$ cat config.mk
export PLATFORM = sky130hd
export DESIGN_NAME = flagged_channel_averager_flat
export DESIGN_NICKNAME = d
export VERILOG_FILES = /design/src/hdl/fca_pkg.sv /design/src/hdl/fca_if.sv /design/src/hdl/flagged_channel_averager.sv /design/src/hdl/fca_div.sv /design/src/hdl/fca_lane.sv /design/src/flat_wrapper.sv
export SDC_FILE = /design/constraint.sdc
export NUM_CORES = 2
export LEC_CHECK = 0
export BUFFER_PORTS_ARGS = -buffer_cell sky130_fd_sc_hd__buf_2
export CAP_MARGIN = 5
export CORE_UTILIZATION = 34
export CTS_CLUSTER_DIAMETER = 120
export DETAILED_ROUTE_END_ITERATION = 6
export GPL_TIMING_DRIVEN = 0
export HOLD_SLACK_MARGIN = 0.12
export SETUP_SLACK_MARGIN = 0.5
export SKIP_LAST_GASP = 1
export SLEW_MARGIN = 40
export SYNTH_ARGS = -nofsm -noshare
export SYNTH_HDL_FRONTEND = slang
export SYNTH_HIERARCHICAL = 1
export SYNTH_SLANG_ARGS = --single-unit
$ cat constraint.sdc
create_clock -name clk -period 12.7 [get_ports clk]
set_clock_uncertainty 0.15 [all_clocks]
set_input_delay 2.54 -clock clk [delete_from_list [all_inputs] [get_ports clk]]
set_output_delay 2.54 -clock clk [all_outputs]
set_load 0.05 [all_outputs]
$ cat src/hdl/fca_pkg.sv
// Package for the flagged channel averager.
// Holds register defaults, register indexes, state codes and lane control type.
// No dependencies.
package fca_pkg;

  localparam int DEF_MAX_POLS     = 4;
  localparam int DEF_MAX_STEP     = 256;
  localparam int DEF_MAX_CHANNELS = 4096;
  localparam int DEF_SAMPLE_BITS  = 16;

  localparam int NUM_FIELDS   = 4;   // sample fields carried by one transaction
  localparam int WEIGHT_W     = 16;
  localparam int POL_IDX_W    = 2;
  localparam int CFG_IDX_W    = 3;
  localparam int CFG_DATA_W   = 13;
  localparam int NUM_POLS_W   = 3;
  localparam int FIRST_CH_W   = 12;
  localparam int CH_COUNT_W   = 13;
  localparam int SPEC_LEN_W   = 13;
  localparam int STEP_W       = 9;

  localparam logic [NUM_POLS_W-1:0] RST_NUM_POLS = 3'd4;
  localparam logic [FIRST_CH_W-1:0] RST_FIRST_CH = 12'd0;
  localparam logic [CH_COUNT_W-1:0] RST_CH_COUNT = 13'd4096;
  localparam logic [SPEC_LEN_W-1:0] RST_SPEC_LEN = 13'd4096;
  localparam logic [STEP_W-1:0]     RST_STEP     = 9'd1;

  typedef enum logic [CFG_IDX_W-1:0] {
    REG_NUM_POLS = 3'd0,
    REG_FIRST_CH = 3'd1,
    REG_CH_COUNT = 3'd2,
    REG_SPEC_LEN = 3'd3,
    REG_STEP     = 3'd4
  } fca_reg_t;

  typedef enum logic [1:0] {
    ST_ACC,
    ST_DIV,
    ST_EMIT
  } fca_state_t;

  typedef struct packed {
    logic acc;       // add this transaction's good sample
    logic load;      // group complete: start divide, clear sums
    logic clear;     // drop partial group
    logic div_step;  // advance dividers one bit
  } fca_lane_ctl_t;

endpackage

$ cat src/hdl/fca_if.sv
// Channel interfaces of the flagged channel averager.
// Depends on fca_pkg for default widths.
interface fca_in_if
  import fca_pkg::*;
#(
  parameter int SAMPLE_BITS = DEF_SAMPLE_BITS
);
  logic                          valid;
  logic                          ready;
  logic signed [SAMPLE_BITS-1:0] re_0, re_1, re_2, re_3;
  logic signed [SAMPLE_BITS-1:0] im_0, im_1, im_2, im_3;
  logic                          bad_0, bad_1, bad_2, bad_3;

  modport source (output valid, re_0, re_1, re_2, re_3, im_0, im_1, im_2, im_3,
                  bad_0, bad_1, bad_2, bad_3, input ready);
  modport sink   (input valid, re_0, re_1, re_2, re_3, im_0, im_1, im_2, im_3,
                  bad_0, bad_1, bad_2, bad_3, output ready);
endinterface

interface fca_out_if
  import fca_pkg::*;
#(
  parameter int SAMPLE_BITS = DEF_SAMPLE_BITS
);
  logic                          valid;
  logic                          ready;
  logic [POL_IDX_W-1:0]          pol_index;
  logic signed [SAMPLE_BITS-1:0] mean_re;
  logic signed [SAMPLE_BITS-1:0] mean_im;
  logic [WEIGHT_W-1:0]           weight;
  logic                          group_flagged;
  logic                          last_of_group;

  modport source (output valid, pol_index, mean_re, mean_im, weight, group_flagged,
                  last_of_group, input ready);
  modport sink   (input valid, pol_index, mean_re, mean_im, weight, group_flagged,
                  last_of_group, output ready);
endinterface

$ cat src/hdl/flagged_channel_averager.sv
// Flagged channel averager: lanes per polarisation plus merging output stage.
// Depends on fca_pkg, fca_if (fca_in_if, fca_out_if) and fca_lane.
//
// Usage:
//   in_if  : one spectrum channel per transaction, four complex samples with
//            a bad flag each. ready is high while the lanes accumulate.
//   out_if : one transaction per active polarisation when a group of step
//            window channels is complete, in lane order; last_of_group marks
//            the final one. group_flagged is shared by the whole group.
//   cfg_*  : write port, index 0..4 = num_pols, first_channel, channel_count,
//            spectrum_length, step. Write only while the block is idle.
// Timing: channels that do not close a group are taken at one per cycle. One that
//   closes a group starts the lane dividers, which produce one quotient bit per
//   cycle; the results then leave at one per cycle while the receiver is ready.
// Reset: synchronous, active low; registers take their defaults, sums clear.
// A stalled receiver holds the current result; input stays blocked until the
//   last result of the group has been taken.
module flagged_channel_averager
  import fca_pkg::*;
#(
  parameter int MAX_POLS     = DEF_MAX_POLS,
  parameter int MAX_STEP     = DEF_MAX_STEP,
  parameter int MAX_CHANNELS = DEF_MAX_CHANNELS,
  parameter int SAMPLE_BITS  = DEF_SAMPLE_BITS
) (
  input  logic                  clk,
  input  logic                  rst_n,
  input  logic                  cfg_we,
  input  logic [CFG_IDX_W-1:0]  cfg_index,
  input  logic [CFG_DATA_W-1:0] cfg_data,
  fca_in_if.sink                in_if,
  fca_out_if.source             out_if
);
  localparam int GCW   = $clog2(MAX_STEP + 1);
  localparam int GPW   = $clog2(MAX_STEP);
  localparam int CNT_W = $clog2(MAX_CHANNELS);
  localparam int LW    = (CNT_W + 1 > CH_COUNT_W + 1) ? CNT_W + 1 : CH_COUNT_W + 1;
  localparam int SUM_W = SAMPLE_BITS + $clog2(MAX_STEP);
  localparam int NW    = (SUM_W > GCW + WEIGHT_W) ? SUM_W : GCW + WEIGHT_W;
  localparam int DCW   = $clog2(NW + 1);
  localparam int PIW   = (MAX_POLS > 1) ? $clog2(MAX_POLS) : 1;

  // Configuration registers
  logic [NUM_POLS_W-1:0] num_pols_r;
  logic [FIRST_CH_W-1:0] first_ch_r;
  logic [CH_COUNT_W-1:0] ch_count_r;
  logic [SPEC_LEN_W-1:0] spec_len_r;
  logic [STEP_W-1:0]     step_r;

  always_ff @(posedge clk) begin
    if (!rst_n) begin
      num_pols_r <= RST_NUM_POLS;
      first_ch_r <= RST_FIRST_CH;
      ch_count_r <= RST_CH_COUNT;
      spec_len_r <= RST_SPEC_LEN;
      step_r     <= RST_STEP;
    end else if (cfg_we) begin
      case (fca_reg_t'(cfg_index))
        REG_NUM_POLS: num_pols_r <= cfg_data[NUM_POLS_W-1:0];
        REG_FIRST_CH: first_ch_r <= cfg_data[FIRST_CH_W-1:0];
        REG_CH_COUNT: ch_count_r <= cfg_data[CH_COUNT_W-1:0];
        REG_SPEC_LEN: spec_len_r <= cfg_data[SPEC_LEN_W-1:0];
        REG_STEP:     step_r     <= cfg_data[STEP_W-1:0];
        default: ;
      endcase
    end
  end

  // Clamp registers to the supported ranges
  logic [NUM_POLS_W-1:0] np;
  logic [GCW-1:0]        st;
  logic [LW-1:0]         len, end_raw, win_end, c_ext, first_ext;

  always_comb begin
    if (num_pols_r == '0)              np = NUM_POLS_W'(1);
    else if (32'(num_pols_r) > MAX_POLS) np = NUM_POLS_W'(MAX_POLS);
    else                               np = num_pols_r;

    if (step_r == '0)                  st = GCW'(1);
    else if (32'(step_r) > MAX_STEP)   st = GCW'(MAX_STEP);
    else                               st = GCW'(step_r);

    if (spec_len_r == '0)                  len = LW'(1);
    else if (32'(spec_len_r) > MAX_CHANNELS) len = LW'(MAX_CHANNELS);
    else                                   len = LW'(spec_len_r);

    first_ext = LW'(first_ch_r);
    end_raw   = first_ext + LW'(ch_count_r);
    win_end   = (end_raw > len) ? len : end_raw;
  end

  // Control state
  fca_state_t            state_r, state_nxt;
  logic [CNT_W-1:0]      chan_r, chan_nxt;
  logic [GPW-1:0]        gpos_r, gpos_nxt;
  logic                  all_bad_r, all_bad_nxt;
  logic                  grp_flag_r, grp_flag_nxt;
  logic [NUM_POLS_W-1:0] np_r, np_nxt;
  logic [DCW-1:0]        dcnt_r, dcnt_nxt;
  logic [PIW-1:0]        pidx_r, pidx_nxt;
  fca_lane_ctl_t         ctl;

  logic                  in_acc, out_acc, in_win, grp_done, win_last, any_good;
  logic [NUM_FIELDS-1:0] bad_v;
  logic [MAX_POLS-1:0]   en_mask;

  assign bad_v = {in_if.bad_3, in_if.bad_2, in_if.bad_1, in_if.bad_0};

  always_comb begin
    for (int p = 0; p < MAX_POLS; p++) en_mask[p] = (p < 32'(np));
  end

  assign c_ext    = LW'(chan_r);
  assign in_win   = (c_ext >= first_ext) && (c_ext < win_end);
  assign grp_done = (32'(gpos_r) + 1 >= 32'(st));
  assign win_last = (c_ext + LW'(1) == win_end);
  assign any_good = |(en_mask & ~bad_v[MAX_POLS-1:0]);

  assign in_if.ready  = (state_r == ST_ACC);
  assign out_if.valid = (state_r == ST_EMIT);
  assign in_acc       = in_if.valid && in_if.ready;
  assign out_acc      = out_if.valid && out_if.ready;

  always_comb begin
    state_nxt    = state_r;
    chan_nxt     = chan_r;
    gpos_nxt     = gpos_r;
    all_bad_nxt  = all_bad_r;
    grp_flag_nxt = grp_flag_r;
    np_nxt       = np_r;
    dcnt_nxt     = dcnt_r;
    pidx_nxt     = pidx_r;
    ctl          = '0;
    case (state_r)
      ST_ACC: begin
        if (in_acc) begin
          // Advance the channel counter, wrapping at the spectrum end
          chan_nxt = (c_ext + LW'(1) >= len) ? '0 : CNT_W'(chan_r + CNT_W'(1));
          if (!in_win) begin
            ctl.clear   = 1'b1;
            gpos_nxt    = '0;
            all_bad_nxt = 1'b1;
          end else begin
            ctl.acc = 1'b1;
            if (grp_done) begin
              ctl.load     = 1'b1;
              grp_flag_nxt = all_bad_r && !any_good;
              np_nxt       = np;
              gpos_nxt     = '0;
              all_bad_nxt  = 1'b1;
              dcnt_nxt     = '0;
              state_nxt    = ST_DIV;
            end else if (win_last) begin
              // Drop a partial group at the window end
              ctl.clear   = 1'b1;
              gpos_nxt    = '0;
              all_bad_nxt = 1'b1;
            end else begin
              gpos_nxt    = gpos_r + GPW'(1);
              all_bad_nxt = all_bad_r && !any_good;
            end
          end
        end
      end
      ST_DIV: begin
        ctl.div_step = 1'b1;
        dcnt_nxt     = dcnt_r + DCW'(1);
        if (dcnt_r == DCW'(NW - 1)) begin
          pidx_nxt  = '0;
          state_nxt = ST_EMIT;
        end
      end
      ST_EMIT: begin
        if (out_acc) begin
          if (32'(pidx_r) + 1 == 32'(np_r)) state_nxt = ST_ACC;
          else                             pidx_nxt  = pidx_r + PIW'(1);
        end
      end
      default: state_nxt = ST_ACC;
    endcase
  end

  always_ff @(posedge clk) begin
    if (!rst_n) begin
      state_r    <= ST_ACC;
      chan_r     <= '0;
      gpos_r     <= '0;
      all_bad_r  <= 1'b1;
      grp_flag_r <= 1'b0;
      np_r       <= RST_NUM_POLS;
      dcnt_r     <= '0;
      pidx_r     <= '0;
    end else begin
      state_r    <= state_nxt;
      chan_r     <= chan_nxt;
      gpos_r     <= gpos_nxt;
      all_bad_r  <= all_bad_nxt;
      grp_flag_r <= grp_flag_nxt;
      np_r       <= np_nxt;
      dcnt_r     <= dcnt_nxt;
      pidx_r     <= pidx_nxt;
    end
  end

  // Lanes
  logic signed [SAMPLE_BITS-1:0] re_a [NUM_FIELDS];
  logic signed [SAMPLE_BITS-1:0] im_a [NUM_FIELDS];
  logic signed [SAMPLE_BITS-1:0] mre_a [MAX_POLS];
  logic signed [SAMPLE_BITS-1:0] mim_a [MAX_POLS];
  logic [WEIGHT_W-1:0]           w_a   [MAX_POLS];

  assign re_a[0] = in_if.re_0;
  assign re_a[1] = in_if.re_1;
  assign re_a[2] = in_if.re_2;
  assign re_a[3] = in_if.re_3;
  assign im_a[0] = in_if.im_0;
  assign im_a[1] = in_if.im_1;
  assign im_a[2] = in_if.im_2;
  assign im_a[3] = in_if.im_3;

  for (genvar p = 0; p < MAX_POLS; p++) begin : g_lane
    fca_lane #(.MAX_STEP(MAX_STEP), .SAMPLE_BITS(SAMPLE_BITS)) u_lane (
      .clk(clk), .rst_n(rst_n), .ctl(ctl), .en(en_mask[p]), .bad(bad_v[p]),
      .re(re_a[p]), .im(im_a[p]), .st(st),
      .mean_re(mre_a[p]), .mean_im(mim_a[p]), .weight(w_a[p]));
  end

  // Merge: present one lane per output transaction
  assign out_if.pol_index     = POL_IDX_W'(pidx_r);
  assign out_if.mean_re       = mre_a[pidx_r];
  assign out_if.mean_im       = mim_a[pidx_r];
  assign out_if.weight        = w_a[pidx_r];
  assign out_if.group_flagged = grp_flag_r;
  assign out_if.last_of_group = (32'(pidx_r) + 1 == 32'(np_r));
endmodule

$ cat src/hdl/fca_div.sv
// Restoring unsigned divider, one quotient bit per step.
// Stand-alone; stepped by the lane.
module fca_div #(
  parameter int NUM_W = 25,
  parameter int DEN_W = 9
) (
  input  logic             clk,
  input  logic             load,
  input  logic             step,
  input  logic [NUM_W-1:0] num,
  input  logic [DEN_W-1:0] den,
  output logic [NUM_W-1:0] quo
);
  logic [DEN_W-1:0] rem_r, rem_nxt;
  logic [NUM_W-1:0] quo_r, quo_nxt;
  logic [DEN_W-1:0] den_r;
  logic [DEN_W:0]   trial;

  always_comb begin
    trial   = {rem_r, quo_r[NUM_W-1]};
    rem_nxt = rem_r;
    quo_nxt = quo_r;
    if (step) begin
      if (trial >= {1'b0, den_r}) begin
        rem_nxt = DEN_W'(trial - {1'b0, den_r});
        quo_nxt = {quo_r[NUM_W-2:0], 1'b1};
      end else begin
        rem_nxt = trial[DEN_W-1:0];
        quo_nxt = {quo_r[NUM_W-2:0], 1'b0};
      end
    end
  end

  always_ff @(posedge clk) begin
    if (load) begin
      rem_r <= '0;
      quo_r <= num;
      den_r <= den;
    end else begin
      rem_r <= rem_nxt;
      quo_r <= quo_nxt;
    end
  end

  assign quo = quo_r;
endmodule

$ cat src/hdl/fca_lane.sv
// One polarisation lane: accumulates good samples and divides at group end.
// Depends on fca_pkg and fca_div.
module fca_lane
  import fca_pkg::*;
#(
  parameter int MAX_STEP    = DEF_MAX_STEP,
  parameter int SAMPLE_BITS = DEF_SAMPLE_BITS
) (
  input  logic                          clk,
  input  logic                          rst_n,
  input  fca_lane_ctl_t                 ctl,
  input  logic                          en,
  input  logic                          bad,
  input  logic signed [SAMPLE_BITS-1:0] re,
  input  logic signed [SAMPLE_BITS-1:0] im,
  input  logic [$clog2(MAX_STEP+1)-1:0] st,
  output logic signed [SAMPLE_BITS-1:0] mean_re,
  output logic signed [SAMPLE_BITS-1:0] mean_im,
  output logic [WEIGHT_W-1:0]           weight
);
  localparam int GCW   = $clog2(MAX_STEP + 1);
  localparam int SUM_W = SAMPLE_BITS + $clog2(MAX_STEP);
  localparam int NW    = (SUM_W > GCW + WEIGHT_W) ? SUM_W : GCW + WEIGHT_W;

  logic signed [SUM_W-1:0] sre_r, sre_nxt, sim_r, sim_nxt;
  logic [GCW-1:0]          cnt_r, cnt_nxt;
  logic                    neg_re_r, neg_im_r, zero_r;
  logic [SUM_W-1:0]        mag_re, mag_im;
  logic [GCW+WEIGHT_W-1:0] wnum;
  logic [NW-1:0]           q_re, q_im, q_w;
  logic [SAMPLE_BITS-1:0]  qs_re, qs_im;
  logic                    take;

  assign take = ctl.acc && en && !bad;

  always_comb begin
    sre_nxt = sre_r;
    sim_nxt = sim_r;
    cnt_nxt = cnt_r;
    if (take) begin
      sre_nxt = sre_r + SUM_W'(re);
      sim_nxt = sim_r + SUM_W'(im);
      cnt_nxt = cnt_r + GCW'(1);
    end
  end

  assign mag_re = sre_nxt[SUM_W-1] ? SUM_W'(-sre_nxt) : SUM_W'(sre_nxt);
  assign mag_im = sim_nxt[SUM_W-1] ? SUM_W'(-sim_nxt) : SUM_W'(sim_nxt);
  assign wnum   = {cnt_nxt, {WEIGHT_W{1'b0}}} - (GCW+WEIGHT_W)'(cnt_nxt);

  // Drop the group on clear or after its sums have gone to the dividers.
  always_ff @(posedge clk) begin
    if (!rst_n || ctl.clear || ctl.load) begin
      sre_r <= '0;
      sim_r <= '0;
      cnt_r <= '0;
    end else begin
      sre_r <= sre_nxt;
      sim_r <= sim_nxt;
      cnt_r <= cnt_nxt;
    end
  end

  always_ff @(posedge clk) begin
    if (ctl.load) begin
      neg_re_r <= sre_nxt[SUM_W-1];
      neg_im_r <= sim_nxt[SUM_W-1];
      zero_r   <= (cnt_nxt == '0);
    end
  end

  fca_div #(.NUM_W(NW), .DEN_W(GCW)) u_div_re (
    .clk(clk), .load(ctl.load), .step(ctl.div_step),
    .num(NW'(mag_re)), .den(cnt_nxt), .quo(q_re));
  fca_div #(.NUM_W(NW), .DEN_W(GCW)) u_div_im (
    .clk(clk), .load(ctl.load), .step(ctl.div_step),
    .num(NW'(mag_im)), .den(cnt_nxt), .quo(q_im));
  fca_div #(.NUM_W(NW), .DEN_W(GCW)) u_div_w (
    .clk(clk), .load(ctl.load), .step(ctl.div_step),
    .num(NW'(wnum)), .den(st), .quo(q_w));

  assign qs_re = q_re[SAMPLE_BITS-1:0];
  assign qs_im = q_im[SAMPLE_BITS-1:0];

  always_comb begin
    if (zero_r) begin
      mean_re = '0;
      mean_im = '0;
      weight  = '0;
    end else begin
      mean_re = neg_re_r ? -$signed(qs_re) : $signed(qs_re);
      mean_im = neg_im_r ? -$signed(qs_im) : $signed(qs_im);
      weight  = (q_w > NW'({WEIGHT_W{1'b1}})) ? {WEIGHT_W{1'b1}} : q_w[WEIGHT_W-1:0];
    end
  end
endmodule

$ cat src/flat_wrapper.sv
// flat-port wrapper written by rule: the top's interface ports become plain ports
module flagged_channel_averager_flat import fca_pkg::*;
#(
  parameter int MAX_POLS     = DEF_MAX_POLS,
  parameter int MAX_STEP     = DEF_MAX_STEP,
  parameter int MAX_CHANNELS = DEF_MAX_CHANNELS,
  parameter int SAMPLE_BITS  = DEF_SAMPLE_BITS
)
  (clk, rst_n, cfg_we, cfg_index, cfg_data, in_if_valid, in_if_re_0, in_if_re_1, in_if_re_2, in_if_re_3, in_if_im_0, in_if_im_1, in_if_im_2, in_if_im_3, in_if_bad_0, in_if_bad_1, in_if_bad_2, in_if_bad_3, in_if_ready, out_if_valid, out_if_pol_index, out_if_mean_re, out_if_mean_im, out_if_weight, out_if_group_flagged, out_if_last_of_group, out_if_ready);
  fca_in_if #(.SAMPLE_BITS(SAMPLE_BITS)) in_if_i ();
  fca_out_if #(.SAMPLE_BITS(SAMPLE_BITS)) out_if_i ();
  input  logic clk;
  input  logic rst_n;
  input  logic cfg_we;
  input  logic [CFG_IDX_W-1:0] cfg_index;
  input  logic [CFG_DATA_W-1:0] cfg_data;
  input wire logic [$bits(in_if_i.valid)-1:0] in_if_valid;
  input wire logic [$bits(in_if_i.re_0)-1:0] in_if_re_0;
  input wire logic [$bits(in_if_i.re_1)-1:0] in_if_re_1;
  input wire logic [$bits(in_if_i.re_2)-1:0] in_if_re_2;
  input wire logic [$bits(in_if_i.re_3)-1:0] in_if_re_3;
  input wire logic [$bits(in_if_i.im_0)-1:0] in_if_im_0;
  input wire logic [$bits(in_if_i.im_1)-1:0] in_if_im_1;
  input wire logic [$bits(in_if_i.im_2)-1:0] in_if_im_2;
  input wire logic [$bits(in_if_i.im_3)-1:0] in_if_im_3;
  input wire logic [$bits(in_if_i.bad_0)-1:0] in_if_bad_0;
  input wire logic [$bits(in_if_i.bad_1)-1:0] in_if_bad_1;
  input wire logic [$bits(in_if_i.bad_2)-1:0] in_if_bad_2;
  input wire logic [$bits(in_if_i.bad_3)-1:0] in_if_bad_3;
  output wire logic [$bits(in_if_i.ready)-1:0] in_if_ready;
  output wire logic [$bits(out_if_i.valid)-1:0] out_if_valid;
  output wire logic [$bits(out_if_i.pol_index)-1:0] out_if_pol_index;
  output wire logic [$bits(out_if_i.mean_re)-1:0] out_if_mean_re;
  output wire logic [$bits(out_if_i.mean_im)-1:0] out_if_mean_im;
  output wire logic [$bits(out_if_i.weight)-1:0] out_if_weight;
  output wire logic [$bits(out_if_i.group_flagged)-1:0] out_if_group_flagged;
  output wire logic [$bits(out_if_i.last_of_group)-1:0] out_if_last_of_group;
  input wire logic [$bits(out_if_i.ready)-1:0] out_if_ready;
  assign in_if_i.valid = in_if_valid;
  assign in_if_i.re_0 = in_if_re_0;
  assign in_if_i.re_1 = in_if_re_1;
  assign in_if_i.re_2 = in_if_re_2;
  assign in_if_i.re_3 = in_if_re_3;
  assign in_if_i.im_0 = in_if_im_0;
  assign in_if_i.im_1 = in_if_im_1;
  assign in_if_i.im_2 = in_if_im_2;
  assign in_if_i.im_3 = in_if_im_3;
  assign in_if_i.bad_0 = in_if_bad_0;
  assign in_if_i.bad_1 = in_if_bad_1;
  assign in_if_i.bad_2 = in_if_bad_2;
  assign in_if_i.bad_3 = in_if_bad_3;
  assign in_if_ready = in_if_i.ready;
  assign out_if_valid = out_if_i.valid;
  assign out_if_pol_index = out_if_i.pol_index;
  assign out_if_mean_re = out_if_i.mean_re;
  assign out_if_mean_im = out_if_i.mean_im;
  assign out_if_weight = out_if_i.weight;
  assign out_if_group_flagged = out_if_i.group_flagged;
  assign out_if_last_of_group = out_if_i.last_of_group;
  assign out_if_i.ready = out_if_ready;
  flagged_channel_averager #(.MAX_POLS(MAX_POLS), .MAX_STEP(MAX_STEP), .MAX_CHANNELS(MAX_CHANNELS), .SAMPLE_BITS(SAMPLE_BITS)) u_core (.clk(clk), .rst_n(rst_n), .cfg_we(cfg_we), .cfg_index(cfg_index), .cfg_data(cfg_data), .in_if(in_if_i), .out_if(out_if_i));
endmodule
==> Yosys cells after proc, flatten, opt, wreduce, memory -nomap -nowiden <==
Index checks and enable logic that the tools add are counted.
Widths: inputs -> output; s select.
{ "totals": {"input_bits": 153, "output_inout_bits": 54, "reg_bits": 777, "wordCells": 355} }
{ "op_classes": {"bitwise": 3, "order_cmp": 29, "n_mux": 138, "reduce_logical": 43, "eq_ne": 16, "addsub": 52} }
{ "ops": {"columns": ["cell", "count"], "rows": [
  ["$mux 24", 32],
  ["$mux 16", 30],
  ["$mux 25", 8],
  ["$add 24x16->24", 8],
  ["$neg 24->24", 8],
  ["$mux 9", 18],
  ["$neg 16->16", 8],
  ["$ge 10x9->1", 12],
  ["$sub 9x9->9", 12],
  ["$gt 25x16->1 const B", 4],
  ["$sub 25x9->25", 4],
  ["$bmux 16 s2", 3],
  ["$logic_not 9->1", 5],
  ["$add 9x1->9 const B", 4],
  ["$eq 32x3->1", 1],
  ["$ge 32x9->1", 1],
  ["$mux 14", 2],
  ["$mux 8", 3],
  ["$mux 1", 20],
  ["$mux 2", 10],
  ["$mux 5", 3],
  ["$add 12x13->14", 1],
  ["$eq 14x14->1", 1],
  ["$ge 14x14->1", 1],
  ["other kinds (44)", 82]
]} }

==> Depth between registers and ports, before layout <==
{ "logic_depth": {"word_depth": 17, "depth_mapped": 41} }

==> Modules after synthesis <==
The synthesis kept the hierarchy.
{ "modules_own_cells": {"columns": ["module", "n_inst", "area_per_inst_um2", "seq_area_each_um2", "cells_each"], "rows": [
  ["fca_div", 12, 2212.1, 1201.2, 165],
  ["fca_lane at u_core.g_lane[1].u_lane ...", 2, 7020.5, 1231.2, 984],
  ["fca_lane at u_core.g_lane[3].u_lane", 1, 7254.5, 1231.2, 1014],
  ["fca_lane at u_core.g_lane[0].u_lane", 1, 7225.7, 1231.2, 985],
  ["flagged_channel_averager", 1, 7225.7, 1681.6, 842]
]} }

==> Least setup slack after synthesis <==
OpenSTA, ideal clock, no wires.
{ "synth_path": {"path_kind": "register to register", "startpoint": "reg u_core.first_ch_r[0]", "endpoint": "reg u_core.g_lane[0].u_lane.u_div_im.quo_r[0], enable pin", "slack_ps": 3132, "t_required_ps": 12189, "arrival_ps": 9057, "setup_ps": 361, "stages_incl_launch_ff": 31, "cell_sequence": "dfxtp_1 ha_1 fa_1 a211oi_1 o21bai_1 o2111ai_1 a32oi_1 xor2_1 ha_1 nand3_1 o21ai_0 o31ai_4 nand3_2 buf_6 clkbuf_1 nor2_1 a31oi_1 ha_1 nor2b_1 o21a_1 o21ai_0 a21oi_1 o221ai_1 nand2_1 a311oi_2 nand2_1 buf_2 inv_1 clkbuf_1 clkbuf_1 or2_2"} }
{ "synth_lines": {"columns": ["item", "line_no", "source"], "rows": [
  ["from (decl)", "flagged_channel_averager.sv:45", "logic [FIRST_CH_W-1:0] first_ch_r;"],
  ["from (signal assigned)", "flagged_channel_averager.sv:60", "REG_FIRST_CH: first_ch_r <= cfg_data[FIRST_CH_W-1:0];"],
  ["to (signal assigned)", "fca_div.sv:37", "quo_r <= num;"],
  ["to (signal assigned)", "fca_div.sv:41", "quo_r <= quo_nxt;"],
  ["to (decl)", "fca_div.sv:15", "logic [NUM_W-1:0] quo_r, quo_nxt;"]
]} }

==> impl_metrics.json <==
{
  "grt_max_degree": 69,
  "cts_resized": 0,
  "synthTopCellsByArea": "edfxtp_1 20%, dfxtp_1 13%, ha_1 8.0%, mux2_2 5.5%, nor2_1 4.9%",
  "yosysMostFrequentCell": "nor2_1",
  "synth_warnings": 6,
  "fp-row-count": 156,
  "critPathKind": "reg2reg",
  "power_density_mw_per_mm2": 188,
  "final_nets": 7676,
  "antenna_found_initial": 23,
  "remaining_drc_errors": 1,
  "cts.sinks": 840,
  "htree_levels": 3,
  "rsz0062_at_grt": "false",
  "worst_slew_pin_slew_ps": 884,
  "synth_seq_cells": 840,
  "detail_route.iter0.violations": 4198,
  "die-width_um": 430,
  "cts_root_buffer": "clkbuf_16",
  "maxSlewViolCount": 0,
  "final_core_utilization": 0.385,
  "relSlewSlack": 0.411,
  "cp-start-kind": "flip-flop",
  "hp-class": "reg2reg",
  "clkTransAtPathRegs_ps": 60,
  "postRouteAntennaNets": 0,
  "fp.dieArea_mm2": 0.185,
  "async_flop_share": 0,
  "die_h_um": 430,
  "yosysSeqAreaShare": 0.337,
  "worstSetupEndpointType": "flip-flop",
  "setup_viol": 0,
  "synth_top_area_frac": 0.202,
  "status": "finished, violations left",
  "post-route-period-util": 0.869,
  "overflow": 0,
  "cts_tree": "built",
  "worstPathArrival_ps": 11340,
  "cts_buffer_depth": 3,
  "crit_family": "buffers and inverters",
  "crit_path_max_incr_delay_ps": 700,
  "layout-drive-gt1-share": 0.155,
  "multi_input_area_mm2": 0.0388,
  "cpMostUsedCell": "ha_1",
  "synth-edff-count": 420,
  "core_mm2": 0.181,
  "synth_top_family_by_area": "simple AND/OR/NAND/NOR gates",
  "gp_congestion": 0.975,
  "clk_latency_ps": 720,
  "wire_per_inst_um": 20.3,
  "failed_checks": "design-rule violations",
  "synth_compound_area_frac": 0.176,
  "regArea_mm2": 0.0210,
  "dp_hpwl_um": 152000,
  "synth_mux_area_frac": 0.0920,
  "avgSynthCellArea_um2": 9.18,
  "synth-xor-area-share": 0.0769,
  "ys_top_cells_by_count": "820 x nor2_1, 591 x nand2_1, 420 x dfxtp_1, 420 x edfxtp_1, 396 x ha_1",
  "grt_pass1_wl_um": 299000,
  "start_util": 0.344,
  "io_pins": 207,
  "synthAdderAreaFrac": 0.0863,
  "port_buffers": 206,
  "hold_viol": 0,
  "fin_tns_setup_ps": 0,
  "final.min_clock_period_ps": 11030,
  "worstPathBufferInverterCount": 8,
  "cp.required_ps": 13010,
  "synth_largest_area_cell": "edfxtp_1",
  "grt_pass1_vias": 51200,
  "vias": 53300,
  "synthCells": 6789,
  "synth-simple-area-share": 0.190,
  "cts_buffers": 99,
  "critPathSlowestCell": "clkbuf_1",
  "firstDrtPassIters": 7,
  "synth_area_mm2": 0.0623,
  "post-cts-setup-buffers": 0,
  "cellLeakagePower_nw": 27.8,
  "peakVddDrop_mv": 0.107,
  "routed_wl_um": 194000,
  "maxCapViolCount": 0,
  "fillers": 18100,
  "syn_to_final_growth_pct": 12.2,
  "clock.fmax_mhz": 90.7,
  "synthFlopType": "edfxtp_1",
  "grt_usage": 0.204,
  "avgViaCountPerCell": 5.57,
  "critPathMaxFanout": 10,
  "yosysUniqueCellTypes": 131,
  "cts_hold_buf": 0
}
==> registers in the layout, summed over array words and instances (netlist names), 96 cells and up <==
register / cells
u_core/g_lane.u_lane/u_div_w/quo: 100
u_core/g_lane.u_lane/sre_r: 96
u_core/g_lane.u_lane/u_div_re/quo: 100
u_core/g_lane.u_lane/u_div_im/quo: 100
u_core/g_lane.u_lane/sim_r: 96
==> worst min-delay path, stage by stage (launching register included) <==
cell and delay, ps:
dfxtp_1 310, nand2_1 50, a21oi_1 50
==> layer usage <==
metal,vias to the layer above,share of wire,GRT usage
met1,25900,0.44,0.263
met4,12,0.042,0.0863
met5,-,0.00037,0
li1,25500,-,-
met2,1526,0.47,0.342
met3,328,0.050,0.0238
==> cells in the final DEF (no fill, tap or decap), drive strengths merged, types with 45 or more instances in the layout <==
cell type	Yosys	final
inv	310	316
and3	71	71
nand2	593	593
mux4	48	48
nand3	164	164
edfxtp	420	420
o21ai	265	265
dfxtp	420	420
nor2	824	824
a21oi	339	339
nor2b	86	86
nand2b	67	67
nand4	79	79
mux2i	120	120
a211oi	118	118
xnor2	302	302
a31oi	95	95
o21a	51	51
and2	48	48
clkbuf	186	311
xor2	245	245
ha	396	396
o31ai	91	91
mux2	306	306
nor4	48	48
a211o	45	45
nor3	156	156
or3	55	55
buf	116	325
a21o	113	113
==> where the power goes <==
part | switching [mW] | internal, mW
combinational | 3.51 | 2.38
sequential | 0.547 | 3.73
clock | 1.26 | 1.71
total | 5.31 | 7.82
==> area by class of cell <==
class,instances,share of cell area
diodes,11,0.000394
clock inverters,65,0.00979
clock buffers,123,0.0382
plain buffers,302,0.0196
repair buffers,211,0.0161
multi-input cells,5338,0.556
well taps,2370,0.0424
inverters,314,0.0171
flip-flops and latches,840,0.301
==> worst paths after layout <==
| kind | from | endpoint | slack (ps) | cells past startpoint |
|---|---|---|---|---|
| worst max-delay path | u_core/first_ch_r[0]$_SDFFE_PN0P_ | u_core/g_lane[0].u_lane/u_div_im/quo[22]$_DFFE_PP_ | 1670 | 39 |
| worst min register to register | u_core/np_r[0]$_SDFFE_PN0P_ | u_core/np_r[0]$_SDFFE_PN0P_ | 320 | 2 |
| worst max register to register | u_core/first_ch_r[0]$_SDFFE_PN0P_ | u_core/g_lane[0].u_lane/u_div_im/quo[22]$_DFFE_PP_ | 1670 | 39 |
| worst min-delay path | u_core/np_r[0]$_SDFFE_PN0P_ | u_core/np_r[0]$_SDFFE_PN0P_ | 320 | 2 |
==> through the flow <==
step | power (mW) | setup WS [ps] | instances | hold slack [ps] | instance area [um2]
after floorplan | 8.53 | 3130 | 6794 | 286 | 62300
after global placement | 10.0 | -1640 | 9370 | 300 | 66300
after detailed placement | 10.1 | 1780 | 9375 | 308 | 66500
after CTS | 13.2 | 1690 | 9563 | 316 | 69800
after global routing | 13.9 | 832 | 9571 | 328 | 69900
final | 13.1 | 1670 | 9574 | 315 | 69900
==> logic make-up after synthesis <==
| group | Yosys count |
|---|---|
| flops | 840 |
| other cells | 5 |
| compound gates | 1469 |
| buf+inv | 616 |
| mux | 474 |
| fa+ha+maj | 417 |
| simple gates | 2421 |
| xor+xnor | 547 |
Power figures use the tool's default switching activity.
